**config.mk**
```make
export PLATFORM = sky130hd
export DESIGN_NAME = grid_local_minimum_sum
export DESIGN_NICKNAME = d
export VERILOG_FILES = /design/src/hw/rtl/glms_pkg.sv /design/src/hw/rtl/glms_ram.sv /design/src/hw/rtl/grid_local_minimum_sum.sv
export SDC_FILE = /design/constraint.sdc
export NUM_CORES = 2
export LEC_CHECK = 0
export BUFFER_PORTS_ARGS = -buffer_cell sky130_fd_sc_hd__buf_4
export CAP_MARGIN = 20
export CORE_MARGIN = 2
export CORE_UTILIZATION = 60
export DETAILED_ROUTE_END_ITERATION = 12
export PLACE_DENSITY = 0.76
export SLEW_MARGIN = 25
export SYNTH_ARGS = -nofsm -noshare
export SYNTH_HDL_FRONTEND = slang
export SYNTH_SLANG_ARGS = --single-unit
```
**constraint.sdc**
```tcl
create_clock -name clk_i -period 6.08 [get_ports clk_i]
set_clock_uncertainty 0.05 [all_clocks]
set_input_delay 1.52 -clock clk_i [delete_from_list [all_inputs] [get_ports clk_i]]
set_output_delay 1.52 -clock clk_i [all_outputs]
set_load 0.005 [all_outputs]
```
**src/hw/rtl/glms_pkg.sv**
```systemverilog
`timescale 1ns / 1ps

package glms_pkg;

  // configuration port
  localparam int unsigned CFG_IDX_W  = 2;
  localparam int unsigned CFG_DATA_W = 8;

  typedef enum logic [CFG_IDX_W-1:0] {
    REG_FRAME_WIDTH  = 2'd0,
    REG_FRAME_HEIGHT = 2'd1
  } cfg_reg_e;

  localparam logic [CFG_DATA_W-1:0] CFG_RESET  = 8'd128;
  localparam logic [CFG_DATA_W-1:0] HEIGHT_CAP = 8'd128;

  // row position, up to 128 rows
  localparam int unsigned ROW_W = 7;

  // frame total
  localparam int unsigned           SUM_W   = 18;
  localparam logic [SUM_W-1:0]      SUM_MAX = 18'h3FFFF;

endpackage

```
**src/hw/rtl/glms_ram.sv**
```systemverilog
`timescale 1ns / 1ps

module glms_ram #(
  parameter int unsigned WIDTH = 8,
  parameter int unsigned DEPTH = 128
) (
  input  logic                     clk_i,
  input  logic                     we_i,
  input  logic [$clog2(DEPTH)-1:0] waddr_i,
  input  logic [WIDTH-1:0]         wdata_i,
  input  logic                     re_i,
  input  logic [$clog2(DEPTH)-1:0] raddr_a_i,
  input  logic [$clog2(DEPTH)-1:0] raddr_b_i,
  output logic [WIDTH-1:0]         rdata_a_o,
  output logic [WIDTH-1:0]         rdata_b_o
);

  logic [WIDTH-1:0] mem_q [DEPTH];

  always_ff @(posedge clk_i) begin
    if (we_i) begin
      mem_q[waddr_i] <= wdata_i;
    end
  end

  // registered read, old data on a same-cycle write
  always_ff @(posedge clk_i) begin
    if (re_i) begin
      rdata_a_o <= mem_q[raddr_a_i];
      rdata_b_o <= mem_q[raddr_b_i];
    end
  end

endmodule

```
**src/hw/rtl/grid_local_minimum_sum.sv**
```systemverilog
`timescale 1ns / 1ps

// channel  | direction | handshake                 | payload
// ---------+-----------+---------------------------+------------------------------
// input    | in        | in_valid_i / in_stall_o   | elevation_i
// output   | out       | out_valid_o / out_stall_i | minimum_sum_o
// config   | in        | cfg_valid_i / cfg_ready_o | cfg_index_i, cfg_data_i
//
// one cell per cycle while the input is not stalled; a cell is decided in stage 1 after its
// transfer, and a frame total is registered in the output register as its cell leaves stage 1.
// after reset the line store is swept to zero, entry by entry, input stalled meanwhile.
// apart from the sweep, the input stalls only while a frame total is held in the output
// register and the next frame total is waiting behind it.
// configuration is always taken; a write to frame width or height restarts the frame.

module grid_local_minimum_sum #(
  parameter int unsigned MAX_WIDTH      = 128,
  parameter int unsigned ELEVATION_BITS = 4
) (
  input  logic                              clk_i,
  input  logic                              rst_ni,
  // cell stream
  input  logic                              in_valid_i,
  output logic                              in_stall_o,
  input  logic [ELEVATION_BITS-1:0]         elevation_i,
  // frame totals
  output logic                              out_valid_o,
  input  logic                              out_stall_i,
  output logic [glms_pkg::SUM_W-1:0]        minimum_sum_o,
  // configuration writes
  input  logic                              cfg_valid_i,
  output logic                              cfg_ready_o,
  input  logic [glms_pkg::CFG_IDX_W-1:0]    cfg_index_i,
  input  logic [glms_pkg::CFG_DATA_W-1:0]   cfg_data_i
);

  localparam int unsigned AW = $clog2(MAX_WIDTH);
  localparam int unsigned WW = (AW + 1 > 8) ? AW + 1 : 8;
  localparam int unsigned EB = ELEVATION_BITS;
  localparam int unsigned XW = glms_pkg::SUM_W + 1;

  // position flags worked out at transfer time and carried with the cell
  typedef struct packed {
    logic row_ge1;
    logic row_ge2;
    logic col_ge1;
    logic col_ge2;
    logic has_right;
    logic last_row;
    logic last_col;
    logic frame_end;
    logic fwd_a;
    logic fwd_b;
  } s1_flags_t;

  // configuration
  logic [glms_pkg::CFG_DATA_W-1:0] width_q, height_q;
  logic [WW-1:0]                   width_ext, width_max, width_eff;
  logic [glms_pkg::CFG_DATA_W-1:0] height_eff;
  logic                            cfg_xfer, cfg_hit;

  // raster position of the next cell
  logic [AW-1:0]                   col_q, col_d;
  logic [glms_pkg::ROW_W-1:0]      row_q, row_d;
  logic                            last_col, last_row;
  logic [AW-1:0]                   addr_b;

  // reset sweep of the line store
  logic                            clr_busy_q;
  logic [AW-1:0]                   clr_addr_q;

  // stage 1
  logic                            in_xfer, s1_adv, s1_wr;
  logic                            s1_valid_q;
  s1_flags_t                       s1_q, s1_d;
  logic [EB-1:0]                   s1_elev_q;
  logic [AW-1:0]                   s1_col_q;

  // line store: upper half is the row two back, lower half the previous row
  logic                            ram_we;
  logic [AW-1:0]                   ram_waddr;
  logic [2*EB-1:0]                 ram_wdata, rd_a, rd_b, word_a, word_b, wr_word, fwd_data_q;
  logic [EB-1:0]                   nc, oc, nc1;
  logic [EB-1:0]                   prev_newer_q, tail0_q, tail1_q;

  // decisions and sum
  logic                            dec_lower, dec_left, dec_self;
  logic [XW-1:0]                   add_lower, add_left, add_self, add_sum;
  logic [glms_pkg::SUM_W-1:0]      total_q, total_sat;

  // output register
  logic                            out_valid_q;
  logic [glms_pkg::SUM_W-1:0]      out_sum_q;

  // ---------------------------------------------------------------------------
  // configuration
  // ---------------------------------------------------------------------------
  assign cfg_ready_o = 1'b1;
  assign cfg_xfer    = cfg_valid_i & cfg_ready_o;
  assign cfg_hit     = cfg_xfer &
                       ((cfg_index_i == glms_pkg::REG_FRAME_WIDTH) ||
                        (cfg_index_i == glms_pkg::REG_FRAME_HEIGHT));

  always_ff @(posedge clk_i or negedge rst_ni) begin
    if (!rst_ni) begin
      width_q  <= glms_pkg::CFG_RESET;
      height_q <= glms_pkg::CFG_RESET;
    end else if (cfg_xfer) begin
      case (cfg_index_i)
        glms_pkg::REG_FRAME_WIDTH:  width_q  <= cfg_data_i;
        glms_pkg::REG_FRAME_HEIGHT: height_q <= cfg_data_i;
        default: ;
      endcase
    end
  end

  // zero reads as one, oversize is capped
  assign width_ext = WW'(width_q);
  assign width_max = WW'(MAX_WIDTH);
  assign width_eff = (width_q == '0)         ? WW'(1)    :
                     (width_ext > width_max) ? width_max : width_ext;
  assign height_eff = (height_q == '0)                 ? 8'd1                 :
                      (height_q > glms_pkg::HEIGHT_CAP) ? glms_pkg::HEIGHT_CAP : height_q;

  // ---------------------------------------------------------------------------
  // raster position
  // ---------------------------------------------------------------------------
  assign last_col = (WW'(col_q) + WW'(1)) == width_eff;
  assign last_row = ({1'b0, row_q} + 8'd1) == height_eff;
  // right-hand neighbour read, parked on entry zero at the end of a row
  assign addr_b   = last_col ? '0 : col_q + AW'(1);

  always_comb begin
    col_d = col_q;
    row_d = row_q;
    if (cfg_hit) begin
      col_d = '0;
      row_d = '0;
    end else if (in_xfer) begin
      if (last_col) begin
        col_d = '0;
        row_d = last_row ? '0 : row_q + glms_pkg::ROW_W'(1);
      end else begin
        col_d = col_q + AW'(1);
      end
    end
  end

  always_ff @(posedge clk_i or negedge rst_ni) begin
    if (!rst_ni) begin
      col_q <= '0;
      row_q <= '0;
    end else begin
      col_q <= col_d;
      row_q <= row_d;
    end
  end

  // ---------------------------------------------------------------------------
  // reset sweep: one line store entry per cycle
  // ---------------------------------------------------------------------------
  always_ff @(posedge clk_i or negedge rst_ni) begin
    if (!rst_ni) begin
      clr_busy_q <= 1'b1;
      clr_addr_q <= '0;
    end else if (clr_busy_q) begin
      if (clr_addr_q == AW'(MAX_WIDTH - 1)) begin
        clr_busy_q <= 1'b0;
      end else begin
        clr_addr_q <= clr_addr_q + AW'(1);
      end
    end
  end

  // ---------------------------------------------------------------------------
  // handshake
  // ---------------------------------------------------------------------------
  // stage 1 only waits when it carries a frame total and the output slot is held
  assign s1_adv     = ~(s1_q.frame_end & out_valid_q & out_stall_i);
  assign s1_wr      = s1_valid_q & s1_adv;
  assign in_stall_o = clr_busy_q | (s1_valid_q & ~s1_adv);
  assign in_xfer    = in_valid_i & ~in_stall_o;

  // ---------------------------------------------------------------------------
  // line store
  // ---------------------------------------------------------------------------
  assign ram_we    = clr_busy_q | s1_wr;
  assign ram_waddr = clr_busy_q ? clr_addr_q : s1_col_q;
  assign ram_wdata = clr_busy_q ? '0 : wr_word;

  glms_ram #(
    .WIDTH (2 * EB),
    .DEPTH (MAX_WIDTH)
  ) u_ram (
    .clk_i     (clk_i),
    .we_i      (ram_we),
    .waddr_i   (ram_waddr),
    .wdata_i   (ram_wdata),
    .re_i      (in_xfer),
    .raddr_a_i (col_q),
    .raddr_b_i (addr_b),
    .rdata_a_o (rd_a),
    .rdata_b_o (rd_b)
  );

  // ---------------------------------------------------------------------------
  // stage 1 register
  // ---------------------------------------------------------------------------
  always_comb begin
    s1_d.row_ge1   = row_q != '0;
    s1_d.row_ge2   = row_q > glms_pkg::ROW_W'(1);
    s1_d.col_ge1   = col_q != '0;
    s1_d.col_ge2   = col_q > AW'(1);
    s1_d.has_right = ~last_col;
    s1_d.last_row  = last_row;
    s1_d.last_col  = last_col;
    s1_d.frame_end = last_col & last_row;
    // the cell leaving stage 1 writes in the same edge as this read: forward it
    s1_d.fwd_a     = s1_wr & (s1_col_q == col_q);
    s1_d.fwd_b     = s1_wr & (s1_col_q == addr_b);
  end

  always_ff @(posedge clk_i or negedge rst_ni) begin
    if (!rst_ni) begin
      s1_valid_q <= 1'b0;
    end else if (in_xfer) begin
      s1_valid_q <= 1'b1;
    end else if (s1_adv) begin
      s1_valid_q <= 1'b0;
    end
  end

  always_ff @(posedge clk_i) begin
    if (in_xfer) begin
      s1_q       <= s1_d;
      s1_elev_q  <= elevation_i;
      s1_col_q   <= col_q;
      fwd_data_q <= wr_word;
    end
  end

  // store words with forwarding
  assign word_a  = s1_q.fwd_a ? fwd_data_q : rd_a;
  assign word_b  = s1_q.fwd_b ? fwd_data_q : rd_b;
  assign nc      = word_a[EB-1:0];
  assign oc      = word_a[2*EB-1:EB];
  assign nc1     = word_b[EB-1:0];
  // previous row shifts up, this cell becomes the previous row
  assign wr_word = {nc, s1_elev_q};

  // left-hand values of the row above and of this row, from the cell before
  always_ff @(posedge clk_i or negedge rst_ni) begin
    if (!rst_ni) begin
      prev_newer_q <= '0;
      tail0_q      <= '0;
      tail1_q      <= '0;
    end else if (s1_wr) begin
      prev_newer_q <= nc;
      tail0_q      <= s1_elev_q;
      tail1_q      <= tail0_q;
    end
  end

  // ---------------------------------------------------------------------------
  // minimum decisions
  // ---------------------------------------------------------------------------
  // cell above, now that its lower neighbour has arrived
  assign dec_lower = s1_q.row_ge1 & (nc < s1_elev_q) &
                     (~s1_q.row_ge2   | (nc < oc)) &
                     (~s1_q.col_ge1   | (nc < prev_newer_q)) &
                     (~s1_q.has_right | (nc < nc1));

  // bottom row: cell to the left, now that its right neighbour has arrived
  assign dec_left  = s1_q.last_row & s1_q.col_ge1 & (tail0_q < s1_elev_q) &
                     (~s1_q.col_ge2 | (tail0_q < tail1_q)) &
                     (~s1_q.row_ge1 | (tail0_q < prev_newer_q));

  // bottom right corner cell itself
  assign dec_self  = s1_q.last_row & s1_q.last_col &
                     (~s1_q.col_ge1 | (s1_elev_q < tail0_q)) &
                     (~s1_q.row_ge1 | (s1_elev_q < nc));

  assign add_lower = dec_lower ? XW'(nc) + XW'(1)        : '0;
  assign add_left  = dec_left  ? XW'(tail0_q) + XW'(1)   : '0;
  assign add_self  = dec_self  ? XW'(s1_elev_q) + XW'(1) : '0;
  assign add_sum   = XW'(total_q) + add_lower + add_left + add_self;
  assign total_sat = (add_sum > XW'(glms_pkg::SUM_MAX)) ? glms_pkg::SUM_MAX
                                                        : add_sum[glms_pkg::SUM_W-1:0];

  always_ff @(posedge clk_i or negedge rst_ni) begin
    if (!rst_ni) begin
      total_q <= '0;
    end else if (cfg_hit) begin
      total_q <= '0;
    end else if (s1_wr) begin
      total_q <= s1_q.frame_end ? '0 : total_sat;
    end
  end

  // ---------------------------------------------------------------------------
  // output register
  // ---------------------------------------------------------------------------
  always_ff @(posedge clk_i or negedge rst_ni) begin
    if (!rst_ni) begin
      out_valid_q <= 1'b0;
    end else if (s1_wr & s1_q.frame_end) begin
      out_valid_q <= 1'b1;
    end else if (!out_stall_i) begin
      out_valid_q <= 1'b0;
    end
  end

  always_ff @(posedge clk_i) begin
    if (s1_wr & s1_q.frame_end) begin
      out_sum_q <= total_sat;
    end
  end

  assign out_valid_o   = out_valid_q;
  assign minimum_sum_o = out_sum_q;

endmodule

```
# Word level (Yosys, flattened, before mapping)
# Memories as Yosys holds them, arrays and structs flattened. A register that Yosys moved wholly into a read port is not among the register bits.
# Cells that the tools add are included.
# totals
output_inout_bits	21
wordCells	142
ram_bits	1024
inputBits	19
register_bits	117
n_memories	1
# classes
magnitude_cmp	14
n_eq_ne	8
mux	30
reduce_logical	13
n_bitwise	39
n_addsub	11
# memory_table
memory	depth	width	read_ports	rd_ports_with_merged_regs	wr	line	text
u_ram.mem_q	128	8	2	2	1	glms_ram.sv:18	logic [WIDTH-1:0] mem_q [DEPTH];
# ops
cell	n
$mux 18	4
$mux 7	8
$mux 8	6
$add 19x5->19	2
$lt 4x4->1	9
$add 7x1->7 const B	3
$and 1x1->1	21
$add 18x5->19	1
$gt 19x18->1 const B	1
$add 7x1->8 const B	2
$eq 8x8->1	2
$gt 8x8->1 const B	2
$logic_not 8->1	2
$add 4x1->5 const B	3
$mux 5	3
$eq 7x7->1	2
$gt 7x1->1 const B	2
$reduce_bool 7->1	2
$not 1->1	9
$or 1x1->1	9
$mux 1	8
$reduce_and 2->1	4
$eq 7x7->1 const B	1
$reduce_bool 2->1	3
6 further kinds	6

# Depth between registers and ports, before layout
# depth
depth_word	15
mapped_depth	26
mapped_depth_nobuf	25

# Hierarchy
# From an unflattened synthesis, not the netlist that was laid out.
# hier_totals
hier_cells	2780
area_unflattened_um2	55176.7
# modules_own_cells
mod	cells_per_inst	n_inst	area_per_inst_um2	seq_area_each_um2
glms_ram	2063	1	48008.5	31230.0
grid_local_minimum_sum	717	1	7168.1	3166.8

# Worst setup path after synthesis
# OpenSTA, ideal clock, no wires.
# synth_timing
path_kind	reg-to-reg
start	register s1_q[1] (netlist name)
end	register total_q[10] (netlist name)
synth_period_minus_slack_ns	5.610
path_slack_ns	0.470
arrival_ns	5.439
stages_incl_launch_ff	26
required_time_ns	5.909
setup_time_ns	0.121
path_buffers	2
path_cell_list	edfxtp_1 clkbuf_1 mux2i_1 inv_1 ha_1 a21o_1 a21oi_1 nor2b_1 o21ai_0 nand4_1 or2_2 fa_1 inv_1 fa_1 ha_1 a21o_1 a21oi_1 o21bai_1 a21oi_1 nor2b_1 o21ai_0 nor3_1 nand4_1 clkbuf_1 nand2_1 a22o_1
# synth_between
elab_chain_cells	15
elab_cells_between_ends	26
classes_between	add/sub (4); order compare (6); mux (7); bitwise (9)
# synth_lines
element	line	text
start, declared	grid_local_minimum_sum.sv:75	s1_flags_t s1_q, s1_d;
start signal, assigned	grid_local_minimum_sum.sv:235	s1_q <= s1_d;
$mux 8 *	grid_local_minimum_sum.sv:243	assign word_a = s1_q.fwd_a ? fwd_data_q : rd_a;
via word_a[1]	grid_local_minimum_sum.sv:82	logic [2*EB-1:0] ram_wdata, rd_a, rd_b, word_a, word_b, wr_word, fwd_data_q;
$lt 4x4->1 (on tied branches)	grid_local_minimum_sum.sv:268, grid_local_minimum_sum.sv:269	
$and 1x1->1 / $or 1x1->1 (equally long branches)	grid_local_minimum_sum.sv:268, grid_local_minimum_sum.sv:269	
$and 1x1->1	grid_local_minimum_sum.sv:268	assign dec_lower = s1_q.row_ge1 & (nc < s1_elev_q) &
$and 1x1->1	grid_local_minimum_sum.sv:269	(~s1_q.row_ge2 | (nc < oc)) &
$and 1x1->1	grid_local_minimum_sum.sv:270	(~s1_q.col_ge1 | (nc < prev_newer_q)) &
$mux 5	grid_local_minimum_sum.sv:283	assign add_lower = dec_lower ? XW'(nc) + XW'(1) : '0;
$add 18x5->19	grid_local_minimum_sum.sv:286	assign add_sum = XW'(total_q) + add_lower + add_left + add_self;
$add 19x5->19	grid_local_minimum_sum.sv:286	
$add 19x5->19 *	grid_local_minimum_sum.sv:286	
$gt 19x18->1	grid_local_minimum_sum.sv:287	assign total_sat = (add_sum > XW'(glms_pkg::SUM_MAX)) ? glms_pkg::SUM_MAX
$mux 18 *	grid_local_minimum_sum.sv:287	
via total_sat, one bit	grid_local_minimum_sum.sv:89	logic [glms_pkg::SUM_W-1:0] total_q, total_sat;
$mux 18 *	grid_local_minimum_sum.sv:296	total_q <= s1_q.frame_end ? '0 : total_sat;
$mux 18 *	grid_local_minimum_sum.sv:295	end else if (s1_wr) begin
$mux 18 *	grid_local_minimum_sum.sv:293	end else if (cfg_hit) begin
end signal, assigned	grid_local_minimum_sum.sv:296	
end, declared	grid_local_minimum_sum.sv:89	
# Mark *: on every way through the listed nets, which the timed path passes. The rest lies on a longest branch. The select of a mux whose other input is x is not followed.
# A chain may end at the register's enable or synchronous reset.

# Worst setup path in the final report
# layout_timing
start	register s1_q[1] (netlist name)
end	register total_q[13] (netlist name)
# layout_between
elab_chain_cells	15
elab_cells_between_ends	26
classes_between	add/sub (4); order compare (6); mux (7); bitwise (9)
# layout_lines
element	line
$mux 8 *	grid_local_minimum_sum.sv:243
$lt 4x4->1 (on tied branches)	grid_local_minimum_sum.sv:268, grid_local_minimum_sum.sv:269
$and 1x1->1 / $or 1x1->1 (equally long branches)	grid_local_minimum_sum.sv:268, grid_local_minimum_sum.sv:269
$and 1x1->1	grid_local_minimum_sum.sv:268
$and 1x1->1	grid_local_minimum_sum.sv:269
$and 1x1->1	grid_local_minimum_sum.sv:270
$mux 5	grid_local_minimum_sum.sv:283
$add 18x5->19	grid_local_minimum_sum.sv:286
$add 19x5->19	grid_local_minimum_sum.sv:286
$add 19x5->19 *	grid_local_minimum_sum.sv:286
$gt 19x18->1	grid_local_minimum_sum.sv:287
$mux 18 *	grid_local_minimum_sum.sv:287
via total_sat, one bit	grid_local_minimum_sum.sv:89
$mux 18 *	grid_local_minimum_sum.sv:296
$mux 18 *	grid_local_minimum_sum.sv:295
$mux 18 *	grid_local_minimum_sum.sv:293
# Marked as above.

==> impl_metrics.yaml <==
global_route:
  grt_max_degree: 123
  grt_pass1_wl_mm: 204
  antenna_found_initial: 7
  top_usage_layer: "met2"
  grt_usage: 0.322
  grtUsageMet2: 0.507
  grt_overflow_total: 0
  use_met3: 0.0720
  grtUsageMet1: 0.436
  grt_pass1_vias: 30384
cells_and_area:
  fill_cells: 5471
  finalNetCount: 3151
  syn2layout_area_growth_pct: 11.8
  design_area_mm2: 0.0574
  drive_gt1_frac: 0.265
pwr:
  p_int_uw: 14600
  swShare: 0.289
  p_seq_frac: 0.446
  pwr-share-comb: 0.223
  ir_worst_vdd_mv: 0.278
  power_frac_clock: 0.331
  p_sw_uw: 5900
  p_per_area_mw_per_mm2: 357
  p_leak_uw: 0.0186
yosys:
  ys_warn_count: 0
  synth_seq_area_share: 0.668
  synth_area_leaders: "edfxtp_1 (63%), mux4_2 (18%), dfrtp_1 (3.3%)"
  syn_inst: 2938
  yosys-top-cells-count: "edfxtp_1 (1083), mux4_2 (400), nor2_1 (255), nand2_1 (193), clkbuf_1 (97)"
  ys_seq_elements: 1153
  yosysTopAreaCellShare: 0.634
  async_reset_ff_frac: 0.0607
  synthesis.nets: 3008
  synth.distinct_cells: 83
  ys.flop_type: "edfxtp_1"
  avgSynthCellArea_um2: 17.5
  netlist_area_mm2: 0.0513
  yosysTopAreaCell: "edfxtp_1"
  yosysMostFrequentCell: "edfxtp_1"
  synth-edff-count: 1083
sta:
  hold_viol: 0
  fmax_mhz: 182
  rsz0062_at_grt: "no"
  worst_pin_slew_ns: 1.11
  fin_crit_ns: 5.51
  maxSlewHeadroom: 0.260
  holdWs_ns: 0.443
  worst_slack_ns: 0.572
  finalSetupViolCount: 0
  setup_tns_ns: 0
  post-route-period-util: 0.906
  maxSlewViolCount: 0
status:
  outcome: "complete, no violations"
run:
  max-cap-violations: 0
route:
  firstDrtPassIters: 7
  vias_per_cell: 7.06
  ant_nets: 0
  via_count: 30502
  drt-initial-drc-count: 4815
  routed_wirelength_mm: 138
  drc: 0
  avgRoutedWirePerCell_um: 32.0
cts:
  h-tree-depth: 3
  cts_buffer_depth: 3
  holdBufCountCts: 0
  clk_latency_ns: 0.71
  cts_inserted_buffers: 113
  cts_tree: "yes"
  path_clk_slew_ns: 0.06
  cts_root_buffer: "clkbuf_16"
  cts.sink_count: 1153
worst_setup_path:
  slowest_delay_ns: 0.46
  cp-end-kind: "flop"
  path_max_fanout: 6
  required_ns: 6.59
  cp-startpoint: "s1_q[1]$_DFFE_PP_"
  startpoint_type: "flop"
  critPathSlowestCell: "fa_1"
  r2r-start: "s1_q[1]$_DFFE_PP_"
  cp.arrival_ns: 6.01
  path_class: "flop to flop"
placed_design:
  dp_hpwl_mm: 90.2
  placed_area_mm2: 0.0537
  pre_cts_ws_ns: 0.155
  gp_congestion: 0.999
  io_buffers: 38
floorplanning:
  core_area_mm2: 0.0850
  design.die.area_mm2: 0.0879
  die_h_um: 296
  initial_core_util: 0.604
  std_cell_rows: 107
  ios: 40
  die_w_um: 296
worst_hold_path:
  hp-class: "flop to flop"
  min_from: "tail1_q[0]$_DFFE_PN0P_"
[cell families after synthesis]
family,after synthesis,share of synthesized area
flip-flops,1153,0.668
AND/OR/NAND/NOR,621,0.0525
multiplexers,475,0.191
AO/OA/AOI/OAI,343,0.0456
buffers and inverters,236,0.0187
XOR/XNOR,58,0.0106
adder cells (fa/ha/maj),51,0.0139
other,1,0.0000731
[final timing paths]
check / to / slack (ns) / cells after the start
min: tail1_q[0]$_DFFE_PN0P_ / 0.44 / 2
max in group asynchronous: col_q[1]$_DFFE_PN0P_ / 4.63 / 1
max: total_q[13]$_DFFE_PN0P_ / 0.57 / 25
max reg2reg: total_q[13]$_DFFE_PN0P_ / 0.57 / 25
min reg2reg: tail1_q[0]$_DFFE_PN0P_ / 0.44 / 2
min in group asynchronous: row_q[2]$_DFFE_PN0P_ / 0.80 / 1
[state kept, by name, summed over array words and instances, names as in the netlist]
register,cells
minimum_sum_o,18
fwd_data_q,8
s1_elev_q,4
u_ram.rdata_b_o,4
s1_valid_q,1
clr_busy_q,1
height_q,8
out_valid_o,1
tail1_q,4
row_q,7
col_q,7
u_ram.rdata_a_o,8
tail0_q,4
s1_q,10
width_ext,8
s1_col_q,7
u_ram.mem_q,1024
clr_addr_q,7
prev_newer_q,4
total_q,18
[cell type report]
cell class                      count  area [um^2]  area share
Timing Repair Buffer              209         1610      0.0281
Inverter                           55          211     0.00369
Tap cell                         1144         1430      0.0250
Antenna cell                        2         5.00   0.0000872
Clock inverter                     67          578      0.0101
Multi-Input combinational cell   1549        16200       0.283
Sequential cell                  1153        34300       0.598
Clock buffer                      142         3000      0.0523
[repair_timing]
item | CTS | global route
setup endpoints to repair | 0 | 35
resized for setup | 0 | 1
buffers inserted | 0 | 4
[metal layers]
| metal | routed length (um) | part of all wire |
|---|---|---|
| met1 | 49900 | 0.36 |
| met2 | 66000 | 0.48 |
| met5 | 69 | 0.00050 |
| met3 | 15400 | 0.11 |
| met4 | 7040 | 0.051 |
[power by group through the flow]
stage | clock network [uW] | logic, uW | registers, uW
CTS | 6820 | 4470 | 9110
floorplan | 0 | 2910 | 9250
detailed placement | 0 | 4430 | 9280
global placement | 0 | 4360 | 9270
global route | 7130 | 4760 | 9120
finish | 6770 | 4570 | 9110
[critical path, delay by kind of cell, from the launching register on]
family,cells,cell delay (ns)
mux,1,0.14
flops,1,0.36
xor+xnor,1,0.14
fa+ha+maj,5,1.79
compound gates,9,1.46
buf+inv,3,0.43
simple gates,6,0.98
[stage by stage]
step,std cells,total power (uW),util
finish,4321,20500,0.675
floorplan,2938,12200,-
global placement,4106,13600,0.632
global route,4319,21000,0.675
detailed placement,4106,13700,0.632
CTS,4315,20400,0.674
[cell usage in the layout (no fill, tap or decap), types with 25 or more instances in the layout]
cell       instances
a21oi_1           65
buf_4            202
clkbuf_1          25
clkbuf_16        115
dfrtp_1           63
edfxtp_1        1083
ha_1              40
inv_1             51
mux2_2            28
mux2i_1           46
mux4_2           400
nand2_1          193
nand3_1           53
nor2_1           247
nor3_1            31
o21ai_0           81
xnor2_1           45
No activity file was read; power rests on OpenSTA's default activity.
